[config.mk]
export PLATFORM = sky130hd
export DESIGN_NAME = pid_turn_controller_flat
export DESIGN_NICKNAME = d
export VERILOG_FILES = /design/src/rtl/ptc_pkg.sv /design/src/rtl/ptc_req_if.sv /design/src/rtl/ptc_rsp_if.sv /design/src/rtl/ptc_csr_if.sv /design/src/rtl/ptc_csr_regs.sv /design/src/rtl/ptc_state_stage.sv /design/src/rtl/ptc_power_stage.sv /design/src/rtl/pid_turn_controller.sv /design/src/flat_wrapper.sv
export SDC_FILE = /design/constraint.sdc
export NUM_CORES = 2
export LEC_CHECK = 0
export BUFFER_PORTS_ARGS = -buffer_cell sky130_fd_sc_hd__buf_2
export CAP_MARGIN = 40
export CORE_MARGIN = 4
export CORE_UTILIZATION = 50
export CTS_CLUSTER_DIAMETER = 80
export DETAILED_ROUTE_END_ITERATION = 16
export HOLD_SLACK_MARGIN = 0.12
export PLACE_DENSITY = 0.66
export REMOVE_ABC_BUFFERS = 1
export SYNTH_ARGS = -nofsm -noshare
export SYNTH_HDL_FRONTEND = slang
export SYNTH_SLANG_ARGS = --single-unit
[constraint.sdc]
create_clock -name clock -period 38.8 [get_ports clock]
set_input_delay 1.94 -clock clock [delete_from_list [all_inputs] [get_ports clock]]
set_output_delay 1.94 -clock clock [all_outputs]
set_load 0.01 [all_outputs]
[src/rtl/ptc_pkg.sv]
`timescale 1ns / 1ps
// Package for the PID turn controller: register indexes, item codes, reset values
// and the structs that pass between the controller stages. No dependencies.
package ptc_pkg;

   localparam int CSR_INDEX_W = 3;

   typedef enum logic [CSR_INDEX_W-1:0] {
      REG_TARGET         = 3'd0,
      REG_WAIT_MS        = 3'd1,
      REG_OUTPUT_LIMIT   = 3'd2,
      REG_KP_GAIN        = 3'd3,
      REG_KI_GAIN        = 3'd4,
      REG_KD_GAIN        = 3'd5,
      REG_INTEGRAL_LIMIT = 3'd6,
      REG_INTEGRAL_ZONE  = 3'd7
   } csr_index_type;

   typedef enum logic [0:0] {
      OP_SAMPLE = 1'b0,
      OP_START  = 1'b1
   } opcode_type;

   typedef enum logic [1:0] {
      RES_POWER = 2'd0,
      RES_CLEAR = 2'd1,
      RES_DONE  = 2'd2
   } res_kind_type;

   localparam logic [15:0] MIN_WAIT_MS    = 16'd250;
   localparam int          SETTLE_ERROR   = 30;

   localparam logic [15:0] RST_WAIT_MS        = 16'd250;
   localparam logic [6:0]  RST_OUTPUT_LIMIT   = 7'd127;
   localparam logic [15:0] RST_KP_GAIN        = 16'd51;
   localparam logic [15:0] RST_KI_GAIN        = 16'd13;
   localparam logic [15:0] RST_KD_GAIN        = 16'd128;
   localparam logic [14:0] RST_INTEGRAL_LIMIT = 15'd1000;
   localparam logic [14:0] RST_INTEGRAL_ZONE  = 15'd30;

   typedef struct packed {
      logic [15:0] wait_ms;
      logic [6:0]  output_limit;
      logic [15:0] kp_gain;
      logic [15:0] ki_gain;
      logic [15:0] kd_gain;
      logic [14:0] integral_limit;
      logic [14:0] integral_zone;
   } cfg_type;

   typedef struct packed {
      res_kind_type kind;
      logic         err_neg;
      logic         integ_neg;
      logic         diff_neg;
   } mid_ctl_type;

endpackage

[src/rtl/ptc_req_if.sv]
`timescale 1ns / 1ps
// Input channel of the PID turn controller: one start command or heading sample per item.
// Depends on nothing.
interface ptc_req_if #(
   parameter int DataWidth = 16
);
   logic                        valid;
   logic                        ready;
   logic                        opcode;
   logic signed [DataWidth-1:0] measured;
   logic [7:0]                  elapsed_ms;

   modport source (output valid, opcode, measured, elapsed_ms, input ready);
   modport sink (input valid, opcode, measured, elapsed_ms, output ready);
endinterface

[src/rtl/ptc_rsp_if.sv]
`timescale 1ns / 1ps
// Result channel of the PID turn controller: drive powers and the done flag per item.
// Depends on nothing.
interface ptc_rsp_if;
   logic              valid;
   logic              ready;
   logic signed [7:0] left_power;
   logic signed [7:0] right_power;
   logic              done_res;

   modport source (output valid, left_power, right_power, done_res, input ready);
   modport sink (input valid, left_power, right_power, done_res, output ready);
endinterface

[src/rtl/ptc_csr_if.sv]
`timescale 1ns / 1ps
// Configuration write channel of the PID turn controller.
// Depends on ptc_pkg for the index width.
interface ptc_csr_if #(
   parameter int DataWidth = 16
);
   logic                            valid;
   logic                            ready;
   logic [ptc_pkg::CSR_INDEX_W-1:0] wr_index;
   logic [DataWidth-1:0]            wr_data;

   modport source (output valid, wr_index, wr_data, input ready);
   modport sink (input valid, wr_index, wr_data, output ready);
endinterface

[src/rtl/ptc_csr_regs.sv]
`timescale 1ns / 1ps
// Configuration registers of the PID turn controller, written through the csr channel.
// Depends on ptc_pkg and ptc_csr_if.
module ptc_csr_regs #(
   parameter int DATA_WIDTH = 16
) (
   input  logic                         clock,
   input  logic                         reset,
   ptc_csr_if.sink                      csr_chan,
   output ptc_pkg::cfg_type             cfg,
   output logic signed [DATA_WIDTH-1:0] target
);
   import ptc_pkg::*;

   cfg_type                      cfg_ff;
   logic signed [DATA_WIDTH-1:0] target_ff;

   assign csr_chan.ready = 1'b1;
   assign cfg            = cfg_ff;
   assign target         = target_ff;

   always_ff @(posedge clock) begin
      if (reset) begin
         target_ff             <= '0;
         cfg_ff.wait_ms        <= RST_WAIT_MS;
         cfg_ff.output_limit   <= RST_OUTPUT_LIMIT;
         cfg_ff.kp_gain        <= RST_KP_GAIN;
         cfg_ff.ki_gain        <= RST_KI_GAIN;
         cfg_ff.kd_gain        <= RST_KD_GAIN;
         cfg_ff.integral_limit <= RST_INTEGRAL_LIMIT;
         cfg_ff.integral_zone  <= RST_INTEGRAL_ZONE;
      end else if (csr_chan.valid) begin
         unique case (csr_index_type'(csr_chan.wr_index))
            REG_TARGET:         target_ff             <= csr_chan.wr_data[DATA_WIDTH-1:0];
            REG_WAIT_MS:        cfg_ff.wait_ms        <= csr_chan.wr_data[15:0];
            REG_OUTPUT_LIMIT:   cfg_ff.output_limit   <= csr_chan.wr_data[6:0];
            REG_KP_GAIN:        cfg_ff.kp_gain        <= csr_chan.wr_data[15:0];
            REG_KI_GAIN:        cfg_ff.ki_gain        <= csr_chan.wr_data[15:0];
            REG_KD_GAIN:        cfg_ff.kd_gain        <= csr_chan.wr_data[15:0];
            REG_INTEGRAL_LIMIT: cfg_ff.integral_limit <= csr_chan.wr_data[14:0];
            REG_INTEGRAL_ZONE:  cfg_ff.integral_zone  <= csr_chan.wr_data[14:0];
            default: begin
            end
         endcase
      end
   end

endmodule

[src/rtl/ptc_state_stage.sv]
`timescale 1ns / 1ps
// First stage of the PID turn controller: error, integral, derivative difference and
// settle timer, with the loop state. Depends on ptc_pkg.
module ptc_state_stage #(
   parameter int DATA_WIDTH = 16
) (
   input  logic                         clock,
   input  logic                         reset,
   input  logic                         accept,
   input  logic                         mid_en,
   input  logic                         opcode,
   input  logic signed [DATA_WIDTH-1:0] measured,
   input  logic [7:0]                   elapsed_ms,
   input  ptc_pkg::cfg_type             cfg,
   input  logic signed [DATA_WIDTH-1:0] target,
   output logic                         mid_valid,
   output ptc_pkg::mid_ctl_type         mid_ctl,
   output logic [DATA_WIDTH:0]          err_mag,
   output logic [14:0]                  integ_mag,
   output logic [DATA_WIDTH+1:0]        diff_mag
);
   import ptc_pkg::*;

   localparam int EW  = DATA_WIDTH + 1;
   localparam int DFW = DATA_WIDTH + 2;
   localparam int MW  = (EW > 15) ? EW : 15;
   localparam int SW  = ((EW > 16) ? EW : 16) + 1;
   localparam logic signed [EW-1:0] SettleErr = EW'(SETTLE_ERROR);

   logic signed [15:0]   integ_ff;
   logic signed [EW-1:0] prev_ff;
   logic [15:0]          timer_ff;
   logic                 settled_ff;
   logic                 finished_ff;
   logic                 mid_valid_ff;
   mid_ctl_type          mid_ctl_ff;
   logic [EW-1:0]        err_mag_ff;
   logic [14:0]          integ_mag_ff;
   logic [DFW-1:0]       diff_mag_ff;

   logic signed [EW-1:0]  err;
   logic [EW-1:0]         err_abs;
   logic                  err_zero;
   logic                  in_zone;
   logic signed [SW-1:0]  integ_sum;
   logic signed [SW-1:0]  integ_lim;
   logic signed [SW-1:0]  integ_pre;
   logic signed [SW-1:0]  integ_clamp;
   logic signed [15:0]    integ_in;
   logic [14:0]           integ_abs;
   logic signed [DFW-1:0] diff;
   logic [DFW-1:0]        diff_abs;
   logic [16:0]           timer_sum;
   logic [15:0]           timer_in;
   logic                  settled_in;
   logic [15:0]           wait_eff;
   logic                  done_now;
   logic                  is_start;
   res_kind_type          kind_in;

   assign is_start = (opcode_type'(opcode) == OP_START);
   assign err      = EW'(target) - EW'(measured);
   assign err_zero = (err == '0);
   assign err_abs  = err[EW-1] ? EW'(-err) : EW'(err);
   assign in_zone  = (MW'(err_abs) < MW'(cfg.integral_zone));

   assign integ_sum = SW'(integ_ff) + SW'(err);
   assign integ_lim = SW'({1'b0, cfg.integral_limit});

   always_comb begin
      integ_pre = (in_zone && !err_zero) ? integ_sum : '0;
      if (integ_pre > integ_lim) begin
         integ_clamp = integ_lim;
      end else if (integ_pre < -integ_lim) begin
         integ_clamp = -integ_lim;
      end else begin
         integ_clamp = integ_pre;
      end
   end

   assign integ_in  = integ_clamp[15:0];
   assign integ_abs = integ_in[15] ? 15'(-integ_in) : integ_in[14:0];

   assign diff = DFW'(err) - DFW'(prev_ff);

   always_comb begin
      if (err_zero) begin
         diff_abs = '0;
      end else if (diff[DFW-1]) begin
         diff_abs = DFW'(-diff);
      end else begin
         diff_abs = DFW'(diff);
      end
   end

   assign timer_sum  = {1'b0, timer_ff} + 17'(elapsed_ms);
   assign settled_in = settled_ff || (err < SettleErr);

   always_comb begin
      if (!settled_in) begin
         timer_in = '0;
      end else if (timer_sum[16]) begin
         timer_in = 16'hFFFF;
      end else begin
         timer_in = timer_sum[15:0];
      end
   end

   assign wait_eff = (cfg.wait_ms < MIN_WAIT_MS) ? MIN_WAIT_MS : cfg.wait_ms;
   assign done_now = (timer_in >= wait_eff);

   always_comb begin
      if (is_start) begin
         kind_in = RES_CLEAR;
      end else if (finished_ff || done_now) begin
         kind_in = RES_DONE;
      end else begin
         kind_in = RES_POWER;
      end
   end

   always_ff @(posedge clock) begin
      if (reset) begin
         integ_ff     <= '0;
         prev_ff      <= '0;
         timer_ff     <= '0;
         settled_ff   <= 1'b0;
         finished_ff  <= 1'b0;
         mid_valid_ff <= 1'b0;
      end else begin
         if (mid_en) begin
            mid_valid_ff <= accept;
         end
         if (accept) begin
            if (is_start) begin
               integ_ff    <= '0;
               prev_ff     <= '0;
               timer_ff    <= '0;
               settled_ff  <= 1'b0;
               finished_ff <= 1'b0;
            end else if (!finished_ff) begin
               integ_ff    <= integ_in;
               prev_ff     <= err;
               timer_ff    <= timer_in;
               settled_ff  <= settled_in;
               finished_ff <= done_now;
            end
         end
      end
   end

   always_ff @(posedge clock) begin
      if (accept) begin
         mid_ctl_ff.kind      <= kind_in;
         mid_ctl_ff.err_neg   <= err[EW-1];
         mid_ctl_ff.integ_neg <= integ_in[15];
         mid_ctl_ff.diff_neg  <= diff[DFW-1];
         err_mag_ff           <= err_abs;
         integ_mag_ff         <= integ_abs;
         diff_mag_ff          <= diff_abs;
      end
   end

   assign mid_valid = mid_valid_ff;
   assign mid_ctl   = mid_ctl_ff;
   assign err_mag   = err_mag_ff;
   assign integ_mag = integ_mag_ff;
   assign diff_mag  = diff_mag_ff;

endmodule

[src/rtl/ptc_power_stage.sv]
`timescale 1ns / 1ps
// Second stage of the PID turn controller: the three gain products, their sum,
// saturation to the output limit and the result register. Depends on ptc_pkg.
module ptc_power_stage #(
   parameter int DATA_WIDTH = 16
) (
   input  logic                  clock,
   input  logic                  reset,
   input  logic                  out_en,
   input  logic                  mid_valid,
   input  ptc_pkg::mid_ctl_type  mid_ctl,
   input  logic [DATA_WIDTH:0]   err_mag,
   input  logic [14:0]           integ_mag,
   input  logic [DATA_WIDTH+1:0] diff_mag,
   input  ptc_pkg::cfg_type      cfg,
   output logic                  rsp_valid,
   output logic signed [7:0]     left_power,
   output logic signed [7:0]     right_power,
   output logic                  done_res
);
   import ptc_pkg::*;

   localparam int EW  = DATA_WIDTH + 1;
   localparam int DFW = DATA_WIDTH + 2;
   localparam int PW  = DATA_WIDTH + 13;

   logic              rsp_valid_ff;
   logic signed [7:0] left_ff;
   logic signed [7:0] right_ff;
   logic              done_ff;

   logic [EW+15:0]        p_prod;
   logic [30:0]           i_prod;
   logic [DFW+15:0]       d_prod;
   logic signed [PW-1:0]  p_term;
   logic signed [PW-1:0]  i_term;
   logic signed [PW-1:0]  d_term;
   logic signed [PW-1:0]  power;
   logic signed [PW-1:0]  out_lim;
   logic signed [PW-1:0]  power_sat;
   logic signed [7:0]     left_in;
   logic signed [7:0]     right_in;
   logic                  done_in;

   assign p_prod = cfg.kp_gain * err_mag;
   assign i_prod = cfg.ki_gain * integ_mag;
   assign d_prod = cfg.kd_gain * diff_mag;

   assign p_term = mid_ctl.err_neg   ? -PW'(p_prod[EW+15:8])  : PW'(p_prod[EW+15:8]);
   assign i_term = mid_ctl.integ_neg ? -PW'(i_prod[30:8])     : PW'(i_prod[30:8]);
   assign d_term = mid_ctl.diff_neg  ? -PW'(d_prod[DFW+15:8]) : PW'(d_prod[DFW+15:8]);

   assign power   = p_term + i_term + d_term;
   assign out_lim = PW'(cfg.output_limit);

   always_comb begin
      if (power > out_lim) begin
         power_sat = out_lim;
      end else if (power < -out_lim) begin
         power_sat = -out_lim;
      end else begin
         power_sat = power;
      end
   end

   always_comb begin
      unique case (mid_ctl.kind)
         RES_POWER: begin
            left_in  = power_sat[7:0];
            right_in = -power_sat[7:0];
            done_in  = 1'b0;
         end
         RES_DONE: begin
            left_in  = '0;
            right_in = '0;
            done_in  = 1'b1;
         end
         default: begin
            left_in  = '0;
            right_in = '0;
            done_in  = 1'b0;
         end
      endcase
   end

   always_ff @(posedge clock) begin
      if (reset) begin
         rsp_valid_ff <= 1'b0;
      end else if (out_en) begin
         rsp_valid_ff <= mid_valid;
      end
   end

   always_ff @(posedge clock) begin
      if (out_en && mid_valid) begin
         left_ff  <= left_in;
         right_ff <= right_in;
         done_ff  <= done_in;
      end
   end

   assign rsp_valid   = rsp_valid_ff;
   assign left_power  = left_ff;
   assign right_power = right_ff;
   assign done_res    = done_ff;

endmodule

[src/rtl/pid_turn_controller.sv]
`timescale 1ns / 1ps
// Top level of the PID turn controller: csr registers, state stage and power stage.
// Depends on ptc_pkg, the three channel interfaces and the ptc_* stage modules.
//
// Each req item is either a start command, which clears the loop state, or one
// heading sample with the milliseconds since the previous one. Every item yields
// exactly one rsp item: left and right drive power and the done flag.
// The csr channel writes one register per item and is always ready; the user
// must write it only while no item is in flight: the block does not enforce it.
// A req item is registered in the state stage when accepted, then in the power
// stage result register before it shows on rsp. One item is accepted per cycle
// while req ready is high: the loop state (integral, last error, settle timer,
// flags) is updated in the cycle the item is taken, and the gain products run in
// the following stage. When rsp is stalled, the result register holds and the
// pipeline fills; req ready drops only once both stages hold an item.
// Synchronous reset restores the register reset values, clears the loop state and
// empties the pipeline.
module pid_turn_controller #(
   parameter int DATA_WIDTH = 16
) (
   input logic        clock,
   input logic        reset,
   ptc_req_if.sink    req_chan,
   ptc_rsp_if.source  rsp_chan,
   ptc_csr_if.sink    csr_chan
);
   import ptc_pkg::*;

   cfg_type                      cfg;
   logic signed [DATA_WIDTH-1:0] target;
   logic                         mid_valid;
   mid_ctl_type                  mid_ctl;
   logic [DATA_WIDTH:0]          err_mag;
   logic [14:0]                  integ_mag;
   logic [DATA_WIDTH+1:0]        diff_mag;
   logic                         out_en;
   logic                         mid_en;
   logic                         accept;

   assign out_en         = !rsp_chan.valid || rsp_chan.ready;
   assign mid_en         = !mid_valid || out_en;
   assign req_chan.ready = mid_en;
   assign accept         = req_chan.valid && mid_en;

   ptc_csr_regs #(
      .DATA_WIDTH(DATA_WIDTH)
   ) u_csr_regs (
      .clock    (clock),
      .reset    (reset),
      .csr_chan (csr_chan),
      .cfg      (cfg),
      .target   (target)
   );

   ptc_state_stage #(
      .DATA_WIDTH(DATA_WIDTH)
   ) u_state_stage (
      .clock      (clock),
      .reset      (reset),
      .accept     (accept),
      .mid_en     (mid_en),
      .opcode     (req_chan.opcode),
      .measured   (req_chan.measured),
      .elapsed_ms (req_chan.elapsed_ms),
      .cfg        (cfg),
      .target     (target),
      .mid_valid  (mid_valid),
      .mid_ctl    (mid_ctl),
      .err_mag    (err_mag),
      .integ_mag  (integ_mag),
      .diff_mag   (diff_mag)
   );

   ptc_power_stage #(
      .DATA_WIDTH(DATA_WIDTH)
   ) u_power_stage (
      .clock       (clock),
      .reset       (reset),
      .out_en      (out_en),
      .mid_valid   (mid_valid),
      .mid_ctl     (mid_ctl),
      .err_mag     (err_mag),
      .integ_mag   (integ_mag),
      .diff_mag    (diff_mag),
      .cfg         (cfg),
      .rsp_valid   (rsp_chan.valid),
      .left_power  (rsp_chan.left_power),
      .right_power (rsp_chan.right_power),
      .done_res    (rsp_chan.done_res)
   );

   a_reset_empties: assert property (@(posedge clock) reset |=> !rsp_chan.valid)
      else $error("Result valid right after reset.");

   a_done_stops: assert property (@(posedge clock) disable iff (reset)
      rsp_chan.valid && rsp_chan.done_res |->
         rsp_chan.left_power == 8'sd0 && rsp_chan.right_power == 8'sd0)
      else $error("Done item carries nonzero power.");

   a_sides_opposed: assert property (@(posedge clock) disable iff (reset)
      rsp_chan.valid |-> rsp_chan.right_power == 8'(-rsp_chan.left_power))
      else $error("Right power is not the negated left power.");

   a_within_limit: assert property (@(posedge clock) disable iff (reset)
      rsp_chan.valid |->
         rsp_chan.left_power <= $signed({1'b0, cfg.output_limit}) &&
         rsp_chan.left_power >= -$signed({1'b0, cfg.output_limit}))
      else $error("Left power exceeds the output limit.");

endmodule

[src/flat_wrapper.sv]
// flat-port wrapper written by rule: the top's interface ports become plain ports
module pid_turn_controller_flat import ptc_pkg::*;
#(
   parameter int DATA_WIDTH = 16
)
  (clock, reset, req_chan_valid, req_chan_opcode, req_chan_measured, req_chan_elapsed_ms, req_chan_ready, rsp_chan_valid, rsp_chan_left_power, rsp_chan_right_power, rsp_chan_done_res, rsp_chan_ready, csr_chan_valid, csr_chan_wr_index, csr_chan_wr_data, csr_chan_ready);
  ptc_req_if #(.DataWidth(16)) req_chan_i ();
  ptc_rsp_if rsp_chan_i ();
  ptc_csr_if #(.DataWidth(16)) csr_chan_i ();
  input logic clock;
  input logic reset;
  input wire logic [$bits(req_chan_i.valid)-1:0] req_chan_valid;
  input wire logic [$bits(req_chan_i.opcode)-1:0] req_chan_opcode;
  input wire logic [$bits(req_chan_i.measured)-1:0] req_chan_measured;
  input wire logic [$bits(req_chan_i.elapsed_ms)-1:0] req_chan_elapsed_ms;
  output wire logic [$bits(req_chan_i.ready)-1:0] req_chan_ready;
  output wire logic [$bits(rsp_chan_i.valid)-1:0] rsp_chan_valid;
  output wire logic [$bits(rsp_chan_i.left_power)-1:0] rsp_chan_left_power;
  output wire logic [$bits(rsp_chan_i.right_power)-1:0] rsp_chan_right_power;
  output wire logic [$bits(rsp_chan_i.done_res)-1:0] rsp_chan_done_res;
  input wire logic [$bits(rsp_chan_i.ready)-1:0] rsp_chan_ready;
  input wire logic [$bits(csr_chan_i.valid)-1:0] csr_chan_valid;
  input wire logic [$bits(csr_chan_i.wr_index)-1:0] csr_chan_wr_index;
  input wire logic [$bits(csr_chan_i.wr_data)-1:0] csr_chan_wr_data;
  output wire logic [$bits(csr_chan_i.ready)-1:0] csr_chan_ready;
  assign req_chan_i.valid = req_chan_valid;
  assign req_chan_i.opcode = req_chan_opcode;
  assign req_chan_i.measured = req_chan_measured;
  assign req_chan_i.elapsed_ms = req_chan_elapsed_ms;
  assign req_chan_ready = req_chan_i.ready;
  assign rsp_chan_valid = rsp_chan_i.valid;
  assign rsp_chan_left_power = rsp_chan_i.left_power;
  assign rsp_chan_right_power = rsp_chan_i.right_power;
  assign rsp_chan_done_res = rsp_chan_i.done_res;
  assign rsp_chan_i.ready = rsp_chan_ready;
  assign csr_chan_i.valid = csr_chan_valid;
  assign csr_chan_i.wr_index = csr_chan_wr_index;
  assign csr_chan_i.wr_data = csr_chan_wr_data;
  assign csr_chan_ready = csr_chan_i.ready;
  pid_turn_controller #(.DATA_WIDTH(DATA_WIDTH)) u_core (.clock(clock), .reset(reset), .req_chan(req_chan_i), .rsp_chan(rsp_chan_i), .csr_chan(csr_chan_i));
endmodule
Yosys cells after proc, flatten, opt, wreduce, memory -nomap -nowiden
Cells that the tools add are included.
Storage, ports and cells
  output and inout bits: 20
  word-level logic and storage cells: 111
  input port bits: 49
  bits in registers: 242
Operators by class
  bitwise logic cells: 1
  eq/ne operators: 9
  $lt $le $gt $ge: 8
  reduce and logical (&&, ||, !) cells: 23
  multiplexer cells: 26
  add/subtract/negate cells: 15
  $mul: 3
Operator list (number)
  16-bit 2-to-1 mux: 9
  29-bit 2-to-1 mux: 3
  17-bit 2-to-1 mux: 4
  29-bit adder: 2
  16-bit by 18-bit multiplier with 34-bit output: 1
  16-bit by 17-bit multiplier with 33-bit output: 1
  16-bit by 15-bit multiplier with 31-bit output: 1
  29-bit by 8-bit > comparator with 1-bit output: 1
  29-bit less-than comparator: 1
  23-bit negation with 29-bit output: 1
  25-bit negation with 29-bit output: 1
  26-bit negation with 29-bit output: 1
  7-bit negation with 29-bit output: 1
  16-bit by 17-bit adder with 18-bit output: 1
  18-bit by 16-bit > comparator with 1-bit output: 1
  18-bit less-than comparator: 1
  18-bit 2-to-1 mux: 1
  15-bit negation with 18-bit output: 1
  18-bit negation: 1
  2-bit AND reduction: 9
  17-bit by 17-bit subtractor with 18-bit output: 1
  16-bit by 8-bit adder with 17-bit output: 1
  17-bit logical NOT: 1
  17-bit by 15-bit less-than comparator with 1-bit output: 1
  23 further kinds: 39

Logic depth before layout (Yosys ltp)
  depth in word-level cells: 11
  depth in mapped cells: 62
  gate-level depth less buffers: 58

Hierarchy
A second synthesis with hierarchy kept.
Second synthesis, totals
  cells, all modules: 5693
  area, all modules: 47958.5 µm²
Modules (own cells, without submodules)
  ptc_power_stage: cells an instance 3918, seq. area each 500.5 µm², area an instance 32611.3 µm², times used 1
  ptc_state_stage: cells an instance 1349, seq. area each 2692.6 µm², area an instance 10717.8 µm², times used 1
  ptc_csr_regs: cells an instance 423, seq. area each 2342.2 µm², area an instance 4594.4 µm², times used 1
  pid_turn_controller: cells an instance 3, seq. area each 0.0 µm², area an instance 35.0 µm², times used 1

Worst setup path before layout
No wires, ideal clock.
  path type: reg-to-reg
  start point: reg u_core.u_csr_regs.cfg_ff (netlist bit u_core.u_csr_regs.cfg[69])
  end point: reg u_core.u_power_stage.right_ff[6], in the netlist u_core.u_power_stage.right_power[6], data pin
  cell stages (with the launch flop): 59
  required time: 38528 ps
  path buffers: 5
  setup time: 272 ps
  period minus slack after synthesis: 13024 ps
  path slack: 25776 ps
  arrival time: 12752 ps
  cell sequence: dfxtp_1 > clkbuf_1 > clkbuf_1 > nand2_1 > fa_1 > inv_1 > fa_1 > inv_1 > fa_1 > inv_1 > fa_1 > fa_1 > inv_1 > fa_1 > inv_1 > ha_1 > clkbuf_1 > a21oi_1 > (+23 left out) > nand2_1 > xor2_1 > ha_1 > nand2_1 > a21oi_1 > o21ai_0 > o22ai_1 > or3_1 > a31oi_1 > nor2_1 > clkbuf_1 > o21ai_0 > and2_1 > ha_1 > clkbuf_1 > nor3b_1 > xor2_1 > a211oi_1
On the way
  word-level cells in the longest chain between the ends: 9
  elaborated cells on any way between the ends: 10
  classes of those cells: 4 x add/sub; 1 x mul; 2 x order compare; 3 x mux
RTL lines
  start: declaration: line ptc_csr_regs.sv:15  | cfg_type cfg_ff;
  16-bit by 17-bit multiplier with 33-bit output (*): line ptc_power_stage.sv:45  | assign p_prod = cfg.kp_gain * err_mag;
  25-bit negation with 29-bit output: line ptc_power_stage.sv:49  | assign p_term = mid_ctl.err_neg ? -PW'(p_prod[EW+15:8]) : PW'(p_prod[EW+15:8]);
  29-bit 2-to-1 mux (*): line ptc_power_stage.sv:49
  29-bit adder (*) (2 in series): line ptc_power_stage.sv:53  | assign power = p_term + i_term + d_term;
  29-bit less-than comparator: line ptc_power_stage.sv:59  | end else if (power < -out_lim) begin
  8-bit 2-to-1 mux: line ptc_power_stage.sv:59
  8-bit 2-to-1 mux (*): line ptc_power_stage.sv:57  | if (power > out_lim) begin
  8-bit negation (*): line ptc_power_stage.sv:70  | right_in = -power_sat[7:0];
  end signal: assignment: line ptc_power_stage.sv:97  | right_ff <= right_in;
  end: declaration: line ptc_power_stage.sv:29  | logic signed [7:0] right_ff;
Mark *: on every way between the ends. The rest lies on a longest branch, timed or not.
A chain may end at the register's enable or synchronous reset.

Final worst setup path
  start point: reg u_core.u_csr_regs.cfg_ff (netlist bit u_core.u_csr_regs.cfg[48])
  end point: reg u_core.u_power_stage.right_ff[6], in the netlist u_core.u_power_stage.right_power[6], data pin
On the way
  word-level cells in the longest chain between the ends: 9
  elaborated cells on any way between the ends: 10
  classes of those cells: 4 x add/sub; 1 x mul; 2 x order compare; 3 x mux
RTL lines
  16-bit by 15-bit multiplier with 31-bit output (*): line ptc_power_stage.sv:46  | assign i_prod = cfg.ki_gain * integ_mag;
  23-bit negation with 29-bit output: line ptc_power_stage.sv:50  | assign i_term = mid_ctl.integ_neg ? -PW'(i_prod[30:8]) : PW'(i_prod[30:8]);
  29-bit 2-to-1 mux (*): line ptc_power_stage.sv:50
  29-bit adder (*) (2 in series): line ptc_power_stage.sv:53
  29-bit less-than comparator: line ptc_power_stage.sv:59
  8-bit 2-to-1 mux: line ptc_power_stage.sv:59
  8-bit 2-to-1 mux (*): line ptc_power_stage.sv:57
  8-bit negation (*): line ptc_power_stage.sv:70
Marked as above.

==> run_results.csv <==
group,metric,value,unit
route,wl,130,mm
global_route,antenna_found_initial,1,
worst_setup_path,critical_path_arrival,14.58,ns
worst_setup_path,critPathMaxFanout,16,
worst_setup_path,cp_slowest_stage_delay,0.86,ns
cts,h-tree-depth,2,
synthesis,synth_area_leaders,"fa_1, ha_1, dfxtp_1",
cts,worstSkewPairLatency,0.60,ns
timing,fin_crit_sh,36.7,%
worst_setup_path,reg2reg_slack,24.56,ns
run_status,status,"completed",
floorplan,start_util,50.7,%
flow_run,maxCapViolCount,0,
route,drt.antenna.violating_nets,0,
global_route,grt_max_degree,105,
synthesis,async_flop_share,0,%
floorplan,die_y,314,µm
finish,drive_gt1_share,4.35,%
floorplan,core_region_area,92100,µm²
timing,timing.fmax,70.2,MHz
floorplan,dieWidth,314,µm
finish,area_growth,5.66,%
cts,cts_tree,"yes",
timing,hold_violations,0,
route,via_per_inst,5.63,
hold_path,hold_path_class,"reg2reg",
floorplan,fp-row-count,111,
route,via_count,38319,
cts,holdBufCountCts,0,
cts,clockBufferDepth,3,
timing,skew,0.0411,ns
route,first_pass_iters,6,
timing,rsz0062_at_grt,"no",
worst_setup_path,crit_end,"u_core.u_power_stage.right_power[6]$_SDFFCE_PP0P_",
global_route,grt_util_all_layers,26.7,%
synthesis,ys_ff_latch,241,
finish,nets,6708,
worst_setup_path,crit_start,"u_core.u_csr_regs.cfg[48]$_SDFFE_PP1P_",
cts,cts_sinks,241,
timing,setup_tns,0,ns
floorplan,ioPinCount,69,
synthesis,synth_top_area_cell,"fa_1",
worst_setup_path,r2r-end,"u_core.u_power_stage.right_power[6]$_SDFFCE_PP0P_",
synthesis,syn_inst,5622,
worst_setup_path,ff2ff_path_depth,50,
global_route,grt_pass1_vias,38687,
worst_setup_path,crit_top_cell,"fa_1",
cts,cts_setup_buffers,0,
synthesis,yosysUniqueCellTypes,99,
worst_setup_path,r2r-start,"u_core.u_csr_regs.cfg[48]$_SDFFE_PP1P_",
global_route,grt_overflow,0,
synthesis,ys_seq_area_share,11.9,%
placed_design,hpwl,102,mm
synthesis,synth_warnings,0,
worst_setup_path,crit_type,"reg2reg",
global_route,grt_pass1_wl,210,mm
route,wire_per_inst,19.2,µm
cts,clk_pin_slew,0.06,ns
timing,fin_crit,14.24,ns
timing,setup_violations,0,
worst_setup_path,critPathRequiredTime,39.14,ns
route,drc,0,
cts,cts_root_buf,"clkbuf_16",
timing,max_slew_margin,33.7,%
floorplan,die_area,98300,µm²
synthesis,synth.avg_cell_area,8.30,µm²
hold_path,hold_start,"u_core.u_csr_regs.cfg[9]$_SDFFE_PP0P_",
cts,cts_resized,0,
synthesis,synth_ff_type,"dfxtp_1",
placed_design,gp_congestion,0.916,
synthesis,synth_edf_count,71,
worst_setup_path,crit_path_top_delay_cell,"dfxtp_1",
timing,finalMaxSlewViolations,0,
worst_setup_path,cp-start-kind,"flop",
synthesis,synthesis.area,46700,µm²
placed_design,io_buffers,67,
worst_setup_path,critPathCaptureType,"flop",
timing,tightest_slew,0.994,ns
cts,cts_buffers,36,
route,drt_iter0_drc,2452,
synthesis,yosysTopAreaCellShare,27.4,%
[layout by cell type, fill, tap and decap left out, types with 57 or more instances in the layout]
cell      netlist  routed
a21o_1         78      78
a21oi_1       297     296
and2_1        388     388
buf_2           5      67
dfxtp_1       170     170
edfxtp_1       71      71
fa_1          640     640
ha_1          489     489
inv_1         895     895
nand2_1       799     799
nand3_1        57      57
nor2_1        270     269
nor3_1         81      79
o21ai_0       150     150
xnor2_1       147     147
xor2_1        116     116
[per-layer routing]
metal	GRT usage, %	up-vias	part of all wire, %
met5	0	-	0
met4	8.67	0	3.7
met3	4.58	221	7.3
met2	43.6	1238	45
met1	36.2	18807	44
li1	-	18053	-
[registers in the layout, indices dropped and copies added, names as in the netlist, 8 cells and up]
register / flops
u_core.u_state_stage.integ_ff: 16
u_core.u_state_stage.timer_ff: 16
u_core.u_state_stage.err_mag: 17
u_core.u_state_stage.prev_ff: 17
u_core.u_csr_regs.cfg: 101
u_core.u_state_stage.diff_mag: 18
u_core.u_csr_regs.target: 16
u_core.u_state_stage.integ_mag: 15
u_core.u_power_stage.left_power: 8
[layout make-up]
class                           instances  area, µm²
Clock buffer                           46       1020
Timing Repair Buffer                  107        702
Sequential cell                       241       5540
Antenna cell                            1       2.50
Clock inverter                         20        240
Fill cell                            8611      42800
Multi-Input combinational cell       4248      36900
Inverter                              896       3360
Tap cell                             1243       1560
[synth_stat cells, drive strengths merged (10+ instances only)]
cell type and count:
and2 389, nor4 16, o21bai 13, mux2 10, fa 640, o211ai 29
and3 48, a21oi 299, xor2 116, a221oi 15, a211oi 42, nor2 271
a211o 23, edfxtp 71, o21ai 165, nand2 799, nor2b 37, nor3b 13
nor3 81, inv 895, a31oi 17, mux2i 13, a21o 78, nand4 27
xnor2 147, o31ai 36, dfxtp 170, nand2b 36, or4 12, or2 28
buf 13, a2111oi 13, or3 39, ha 489, clkbuf 224, o21a 35
nand3b 25, a22oi 30, a21boi 14, nand3 57, o31a 10, and4 13
[worst max-delay path: cells and delay by family, from the launching register on]
| kind | cells | cell delay [ns] |
|---|---|---|
| compound gates | 15 | 2.96 |
| mux | 1 | 0.20 |
| buf+inv | 5 | 0.51 |
| simple gates | 14 | 3.69 |
| xor+xnor | 4 | 0.83 |
| flops | 1 | 0.86 |
| fa+ha+maj | 11 | 4.89 |
[worst min-delay path by stage]
stage | end | depth (start not counted) | slack [ns]
floorplan | u_core.u_csr_regs.cfg[0]$_SDFFE_PP0P_ | 2 | 0.43
global placement | u_core.u_csr_regs.cfg[0]$_SDFFE_PP0P_ | 2 | 0.44
detailed placement | u_core.u_csr_regs.target[0]$_SDFFE_PP0P_ | 2 | 0.45
CTS | u_core.u_csr_regs.target[0]$_SDFFE_PP0P_ | 2 | 0.46
global route | u_core.u_csr_regs.target[0]$_SDFFE_PP0P_ | 2 | 0.47
finish | u_core.u_csr_regs.cfg[9]$_SDFFE_PP0P_ | 2 | 0.46
[stage by stage]
step	util (%)	cell area [µm²]	worst slack (ns)	hold slack [ns]	instances
floorplan	-	45800	25.94	0.426	5385
global route	53.6	49300	23.51	0.469	6801
CTS	53.6	49300	24.62	0.455	6801
finish	53.6	49300	24.56	0.455	6802
detailed placement	52.2	48100	24.61	0.447	6735
global placement	52.0	47900	24.61	0.442	6720
[cell families after synthesis]
logic type      Yosys count  share of synthesized area (%)
mux                      23                          0.528
simple gates           1918                           20.1
compound gates          914                           12.9
fa+ha+maj              1129                           40.6
buf+inv                1133                           9.17
other cells               1                        0.00803
xor+xnor                263                           4.93
flops                   241                           11.9
Power is left out: the tool's default activity adds up to more than one toggle a clock period on the data nets, which glitch-free logic cannot reach.
